==> src/rtl/core/fwht_pkg.sv <==
// Package for the fast Walsh-Hadamard transform core.
// Holds the sequencer state type, the per-cell control word and register constants.
// No dependencies.
`default_nettype none

package fwht_pkg;

    localparam int LEN_LOG2_W = 3;
    localparam logic [LEN_LOG2_W-1:0] LEN_LOG2_RESET = 3'd6;

    typedef enum logic {
        ST_LOAD,
        ST_DRAIN
    } fwht_state_t;

    typedef struct packed {
        logic advance;
        logic butterfly;
        logic upper_half;
    } cell_ctrl_t;

endpackage

`default_nettype wire

==> src/rtl/core/fwht_cell.sv <==
// One delay-feedback butterfly cell of the transform chain.
// Depends on fwht_pkg for the cell control word.
`default_nettype none

module fwht_cell
    import fwht_pkg::*;
#(
    parameter int WIDTH      = 22,
    parameter int DEPTH_LOG2 = 0
) (
    input  wire logic                    clk,
    input  wire cell_ctrl_t              ctrl,
    input  wire logic signed [WIDTH-1:0] data_in,
    output logic signed [WIDTH-1:0]      data_out
);

    localparam int DEPTH = 1 << DEPTH_LOG2;

    logic signed [WIDTH-1:0] fifo_reg [DEPTH];
    logic signed [WIDTH-1:0] out_reg;
    logic signed [WIDTH-1:0] out_next;
    logic signed [WIDTH-1:0] fifo_next;
    logic signed [WIDTH-1:0] head;

    always_comb
    begin
        head = fifo_reg[DEPTH-1];
        if (!ctrl.butterfly)
        begin
            out_next  = data_in;
            fifo_next = data_in;
        end
        else if (!ctrl.upper_half)
        begin
            out_next  = head;
            fifo_next = data_in;
        end
        else
        begin
            out_next  = head + data_in;
            fifo_next = head - data_in;
        end
    end

    always_ff @(posedge clk)
    begin
        if (ctrl.advance)
        begin
            out_reg     <= out_next;
            fifo_reg[0] <= fifo_next;
            for (int i = 1; i < DEPTH; i++)
            begin
                fifo_reg[i] <= fifo_reg[i-1];
            end
        end
    end

    assign data_out = out_reg;

endmodule

`default_nettype wire

==> config.mk <==
export PLATFORM = sky130hd
export DESIGN_NAME = fwht_cell
export DESIGN_NICKNAME = d
export VERILOG_FILES = /design/src/rtl/core/fwht_pkg.sv /design/src/rtl/core/fwht_cell.sv
export SDC_FILE = /design/constraint.sdc
export NUM_CORES = 1
export LEC_CHECK = 0
export BUFFER_PORTS_ARGS = -buffer_cell sky130_fd_sc_hd__clkbuf_2
export CAP_MARGIN = 15
export CORE_MARGIN = 1.5
export CORE_UTILIZATION = 35
export DETAILED_ROUTE_END_ITERATION = 10
export GPL_TIMING_DRIVEN = 0
export PLACE_DENSITY_LB_ADDON = 0.08
export RECOVER_POWER = 50
export SLEW_MARGIN = 20
export SYNTH_ARGS = -nofsm -noshare
export SYNTH_HDL_FRONTEND = slang
export SYNTH_SLANG_ARGS = --single-unit
==> constraint.sdc <==
create_clock -name clk -period 2.8 [get_ports clk]
set_input_delay 0.56 -clock clk [delete_from_list [all_inputs] [get_ports clk]]
set_output_delay 0.56 -clock clk [all_outputs]
set_load 0.05 [all_outputs]
==> out/results.txt, run 1 <==
Peak VDD IR - 0.194 mV
pin count of the biggest net entering global routing - 45
Initial Util - 35.9%
CTS tree - done
M2 GR Usage - 28.8%
DP HPWL - 9.00 mm
WS Path Type - reg -> reg
ys async rst share - 0%
met1 Usage GRT - 30.4%
total CTS buffers - 5
final core utilization - 41.6%
CTS H-tree depth - 2
final period utilization - 96.5%
total power - 2.56 mW
Routed WL per cell - 18.0 microns
Pleak - 2.02 nW
via total after detailed routing - 3751
Worst EP required - 2.84 ns
FMAX - 370 MHz
gp weighted congestion - 0.871
Reg power frac - 32.9%
Post-Syn Area - 0.00431 sq mm
synth-to-layout area growth - 15.9%
Port Buf Inserts - 44
met3 Usage GRT - 3.99%
RSZ-0062 raised after global routing - yes
DRC Markers - 0
CTS Hold Bufs - 0
CP Cell Sequence - ha_1 > a2111o_1 > nor2_1 > a21boi_2 > nor2_4 > o21ai_4 > a311oi_2 > xor2_1 > o21ai_1
Initial DRC Count - 172
P_sw - 1.01 mW
final setup fails - 0
Max stage delay on crit path - 0.43 ns
# Max-Cap Violations - 0
Synth Register Bits - 44
EDFF count, synth - 44
layer with the highest usage - met1
syn_nets - 558
worst skew pair latency - 0.30 ns
Mapped Avg Cell Area - 8.83 sq um
total length of routed wires - 12.5 mm
max-slew violation count - 0
Comb power frac - 44.0%
Worst setup SP type - flip-flop
layout cells sized above 1 - 20.0%
Pint - 1.55 mW
first-pass GRT wire length - 19.8 mm
Post-synth top flop - edfxtp_1
Sw Share - 39.5%
Tot GR Track Use - 20.1%
Cell variety after synth - 63
clk_skew - 0.00576 ns
delay-heaviest family, CP - compound AO/OA/AOI/OAI gates
Final Hold Vio Count - 0
die width - 114 microns
Critical Path AT - 2.74 ns
Seq/Total Area, Yosys - 30.7%
Mapped Cells - 488
minimum clock period - 2.70 ns
slowest stage cell, crit path - a2111o_1
n_diodes - 0
clock power share - 23.1%
Tightest Pin Transition - 1.25 ns
Avg Vias per Cell - 5.42
Setup crit end kind - flip-flop
Synth warnings - 0
status - finished clean
I/O pins - 48
P per Cell Area - 513 mW/mm^2
Num Clock Sinks - 44
Die ar. - 0.0130 sq mm
CP max FO - 6
GR Overflow Total - 0
HP Class - in -> reg
CORE AREA - 0.0120 sq mm
combined buffer and inverter count along the critical path - 0
slew margin rel. - 16.8%
Setup TNS - 0 ns
antenna violations before repair - 0
Max Root-Sink Buffers - 2
CTS Root Cell - clkbuf_16
height of the die - 114 microns
vias in the first global route - 3604
Reg clk slew, reported paths - 0.06 ns
Nets - 615
drt first pass iters - 4
Filler cells - 1244
placement row count - 40
post-route ant nets - 0
[kinds of logic after synthesis]
group / after synthesis / synth area share (%)
buffers and inverters: 68 / 6.50
adders and majority gates: 44 / 13.1
DFF: 44 / 30.7
xor gates and xnor gates: 39 / 7.92
muxes: 9 / 2.21
and+or+nand+nor: 131 / 14.7
AOI/OAI and AO/OA: 153 / 24.8
[power by group through the flow]
stage	sequential, mW	combinational (mW)	clock [mW]
3_5_place_dp	0.855	1.06	0
6_report	0.842	1.13	0.593
5_1_grt	0.849	1.24	0.636
3_3_place_gp	0.853	1.06	0
4_1_cts	0.841	1.08	0.620
2_1_floorplan	0.960	0.704	0
[routing by layer]
layer  up-vias  share of wire (%)  wire (microns)
met2        98                 42            5180
met1      1797                 52            6430
li1       1849                  -               -
met5         -                  0               0
met3         7                5.7             705
met4         0                1.1             136
[synth_stat cells, types with 3 or more instances]
cell,instances,area share [%]
ha_1,42,12
o31ai_1,3,0.52
nand2_1,48,4.2
o21ai_0,30,3.5
buf_4,4,0.70
a21o_1,3,0.52
clkbuf_1,13,1.1
o221ai_2,3,1.0
o21bai_1,8,1.4
o211ai_1,11,1.9
mux2i_1,5,1.2
o21ai_1,8,0.93
nor2_1,37,3.2
nor4_1,3,0.44
a21oi_1,40,4.6
edfxtp_1,44,31
o221ai_1,6,1.2
nand2b_1,10,1.5
xor2_1,6,1.2
nor3_1,7,0.81
a211oi_1,3,0.52
xnor2_1,33,6.7
a21oi_2,4,0.81
nor2b_1,9,1.3
inv_2,4,0.35
o21a_1,4,0.70
inv_1,36,3.1
a31oi_1,6,0.87
mux2_2,4,1.0
buf_1,3,0.26
a211oi_2,4,1.2
buf_2,8,0.93
[worst min-delay path, delay by kind of cell]
family	cells	cell delay, ns
and+or+nand+nor	1	0.04
AOI/OAI and AO/OA	1	0.05
buffers and inverters	1	0.10
[area by class of cell]
class / count / area (sq um) / area share (%)
Multi-Input combinational cell: 376 / 2820 / 56.4
Sequential cell: 44 / 1320 / 26.4
Timing Repair Buffer: 50 / 258 / 5.16
Tap cell: 147 / 184 / 3.68
Inverter: 40 / 150 / 3.00
Buffer: 28 / 134 / 2.68
Clock buffer: 5 / 125 / 2.50
Clock inverter: 2 / 7.51 / 0.150
[cells in the final DEF, fill, tap and decap left out, types with 11 or more instances in the layout]
cell type / count
inv_1: 36
a21oi_1: 39
xnor2_1: 33
o211ai_1: 11
nand2_1: 48
ha_1: 41
o21ai_0: 29
clkbuf_1: 21
edfxtp_1: 44
clkbuf_2: 35
nor2_1: 36
[timing repair]
item / 4_1_cts / 5_1_grt
setup buffers: 1 / 5
endpoints found under the setup margin: 4 / 14
gates resized for setup: 1 / 23
cloned: 0 / 0
pin swaps: 2 / 18
[worst paths after layout]
check,cells after the start,slack (ns),to,from
worst max-delay path,9,0.1,fifo_reg[0][16],fifo_reg[0][4]
worst min-delay path,3,0.56,fifo_reg[0][5],data_in[5]
worst min register to register,2,0.61,data_out[14],fifo_reg[0][14]
worst max register to register,9,0.1,fifo_reg[0][16],fifo_reg[0][4]
[stage by stage]
step / cell area (sq um) / instances / setup slack (ns) / hold slack, ns
floorplan: 4310 / 488 / 0.224 / 0.562
global placement: 4710 / 679 / -0.336 / 0.585
detailed placement: 4720 / 679 / -0.349 / 0.598
CTS: 4860 / 687 / 0.00959 / 0.560
global route: 5000 / 692 / -0.0280 / 0.578
finish: 5000 / 692 / 0.0986 / 0.564
Note: power is estimated with default switching activity, not from simulation.
==> inputs of run 2 (changes only) <==
--- a/config.mk
+++ b/config.mk
@@ -5,10 +5,11 @@
 export SDC_FILE = /design/constraint.sdc
 export NUM_CORES = 1
 export LEC_CHECK = 0
+export ABC_AREA = 1
 export BUFFER_PORTS_ARGS = -buffer_cell sky130_fd_sc_hd__clkbuf_2
 export CAP_MARGIN = 15
 export CORE_MARGIN = 1.5
-export CORE_UTILIZATION = 35
+export CORE_UTILIZATION = 45
 export DETAILED_ROUTE_END_ITERATION = 10
 export GPL_TIMING_DRIVEN = 0
 export PLACE_DENSITY_LB_ADDON = 0.08
==> run 2 against run 1 <==
Critical path depth up 2. Hold slack worse by 0.017 ns. Design area up 11%. Highest routed layer unchanged.
==> out/results.txt, run 2 <==
Finished Layout Cells - 936
Initial Util - 46.1%
Port Buf Inserts - 46
total CTS buffers - 5
RSZ-0062 raised after global routing - no
Nets - 865
Final Hold Vio Count - 0
antenna violations before repair - 0
clk_skew - 0.00859 ns
Routed WL per cell - 17.1 microns
CTS Hold Bufs - 0
most frequent cell after synthesis - nand2_1
DRC Markers - 0
commonest non-fill, non-tap cell in the layout - nand2_1
Critical Path AT - 2.64 ns
slew margin rel. - 21.8%
Worst setup SP type - flip-flop
P per Cell Area - 488 mW/mm^2
CORE AREA - 0.0108 sq mm
slowest stage cell, crit path - fa_1
WS Path Type - reg -> reg
Comb power frac - 43.3%
max-slew violation count - 0
placement row count - 38
Worst EP required - 2.85 ns
total length of routed wires - 16.0 mm
I/O pins - 48
Post-Syn Area - 0.00500 sq mm
postcts setup bufs - 0
Mapped Cells - 742
Highest Signal Layer - met4
Pint - 1.62 mW
synth-to-layout area growth - 11.0%
leading area contributor after synthesis - edfxtp_1
Worst path most repeated cell - nand2_1
pin count of the biggest net entering global routing - 45
slack of the critical path - 0.204 ns
DP HPWL - 13.0 mm
CTS tree - done
ys async rst share - 0%
n_diodes - 0
Max stage delay on crit path - 0.52 ns
CTS H-tree depth - 2
Post-synth top flop - edfxtp_1
drt first pass iters - 7
P_sw - 1.09 mW
Num Clock Sinks - 44
Filler cells - 1130
Setup WS pre-CTS - 0.0155 ns
most frequent cells in the layout - nand2_1 (228), inv_1 (102), nor2_1 (71)
Reg power frac - 30.7%
Pleak - 2.82 nW
worst skew pair latency - 0.32 ns
final setup fails - 0
Synth warnings - 0
first-pass GRT wire length - 25.1 mm
via total after detailed routing - 4974
delay-heaviest family, CP - adder cells
synth top area cells - edfxtp_1 (26%), nand2_1 (17%), ha_1 (11%)
status - finished clean
Reg clk slew, reported paths - 0.10 ns
Seq/Total Area, Yosys - 26.4%
Peak VDD IR - 0.218 mV
Synth Register Bits - 44
Cell variety after synth - 40
Placed Instances - 928
routed length on met2 - 6.95 mm
GR Overflow Total - 0
Setup crit end kind - flip-flop
cts repair resizes - 0
Initial DRC Count - 445
die width - 108 microns
Max Root-Sink Buffers - 2
Die ar. - 0.0117 sq mm
CP max FO - 5
layout cells sized above 1 - 14.4%
Hold Slack - 0.547 ns
met3 WL post-DR - 1.31 mm
top cells by count, synth - nand2_1 (228), inv_1 (102), nor2_1 (71)
Setup TNS - 0 ns
EDFF count, synth - 44
post-route ant nets - 0
vias in the first global route - 4654
final period utilization - 92.7%
HP Class - in -> reg
Tightest Pin Transition - 1.17 ns
height of the die - 108 microns
combined buffer and inverter count along the critical path - 1
syn_nets - 812
Tot GR Track Use - 28.6%
minimum clock period - 2.60 ns
FMAX - 385 MHz
Mapped Avg Cell Area - 6.73 sq um
Metal-1 WL - 7.45 mm
Sw Share - 40.3%
Avg Vias per Cell - 5.31
clock power share - 26.0%
CTS Root Cell - clkbuf_8
Synth top area share - 26.4%
gp weighted congestion - 0.963
# Max-Cap Violations - 0
CP Cell Sequence - inv_1 > ha_1 > fa_1 > o21ai_2 > nand3_1 > nand2_1 > nand3_2 > nand2_1 > nand2_1 > nand3_1 > o21ai_0
## run 2: cell types whose count changed after synthesis, sizes merged, moves of 8 or more
cell / change
o221ai: -9
nand3: +57
nand4: +8
nor2b: -9
nand2: +192
o22ai: +9
xnor2: -32
nand2b: -10
inv: +68
nor2: +45
## run 2: tightest hold or removal path: stages
cell and delay (ns):
clkbuf_2 0.10, nand2_1 0.05, nand2_1 0.05
## run 2: path summary, 6_finish.rpt
check / start / to / slack, ns / depth (start not counted)
max: fifo_reg[0][0] / fifo_reg[0][14] / 0.20 / 11
min: data_in[13] / data_out[13] / 0.55 / 3
max reg2reg: fifo_reg[0][0] / fifo_reg[0][14] / 0.20 / 11
min reg2reg: fifo_reg[0][3] / data_out[3] / 0.65 / 2
## run 2: stage by stage
step / util [%] / power [mW] / instance area [sq um]
6_report: 51.2 / 2.71 / 5550
5_1_grt: 51.2 / 2.88 / 5550
4_1_cts: 51.3 / 2.71 / 5560
3_5_place_dp: 49.8 / 2.00 / 5400
3_3_place_gp: 49.8 / 1.99 / 5400
2_1_floorplan: - / 1.70 / 5000
## run 2: final cells by class
type                            count  area, sq um  share of cell area [%]
Inverter                          109          409                    7.37
Multi-Input combinational cell    564         3060                    55.1
Tap cell                          140          175                    3.16
Clock buffer                        5         68.8                    1.24
Timing Repair Buffer               46          216                    3.90
Sequential cell                    44         1320                    23.8
Buffer                             25          208                    3.74
Clock inverter                      3         90.1                    1.62
## run 2: kinds of logic (layout without fill, tap and decap cells)
group	count (synthesis)	in the layout	synth area share, %
AO/OA/AOI/OAI	108	108	13.3
XOR/XNOR	9	9	1.58
adder cells (fa/ha/maj)	44	44	11.3
buffers and inverters	134	188	12.3
flip-flops	44	44	26.4
AND/OR/NAND/NOR	403	403	35.0
## run 2: routing by layer
metal / vias to the layer above / track usage [%]
met2: 181 / 44.5
met3: 18 / 4.40
met1: 2281 / 41.3
met4: 0 / 7.14
met5: - / 0
li1: 2494 / -
## run 2: power groups by stage
stage | clock network, mW | registers, mW | logic [mW]
floorplan | 0 | 0.941 | 0.756
global placement | 0 | 0.843 | 1.15
detailed placement | 0 | 0.846 | 1.16
CTS | 0.718 | 0.832 | 1.16
global route | 0.740 | 0.839 | 1.30
finish | 0.705 | 0.831 | 1.17
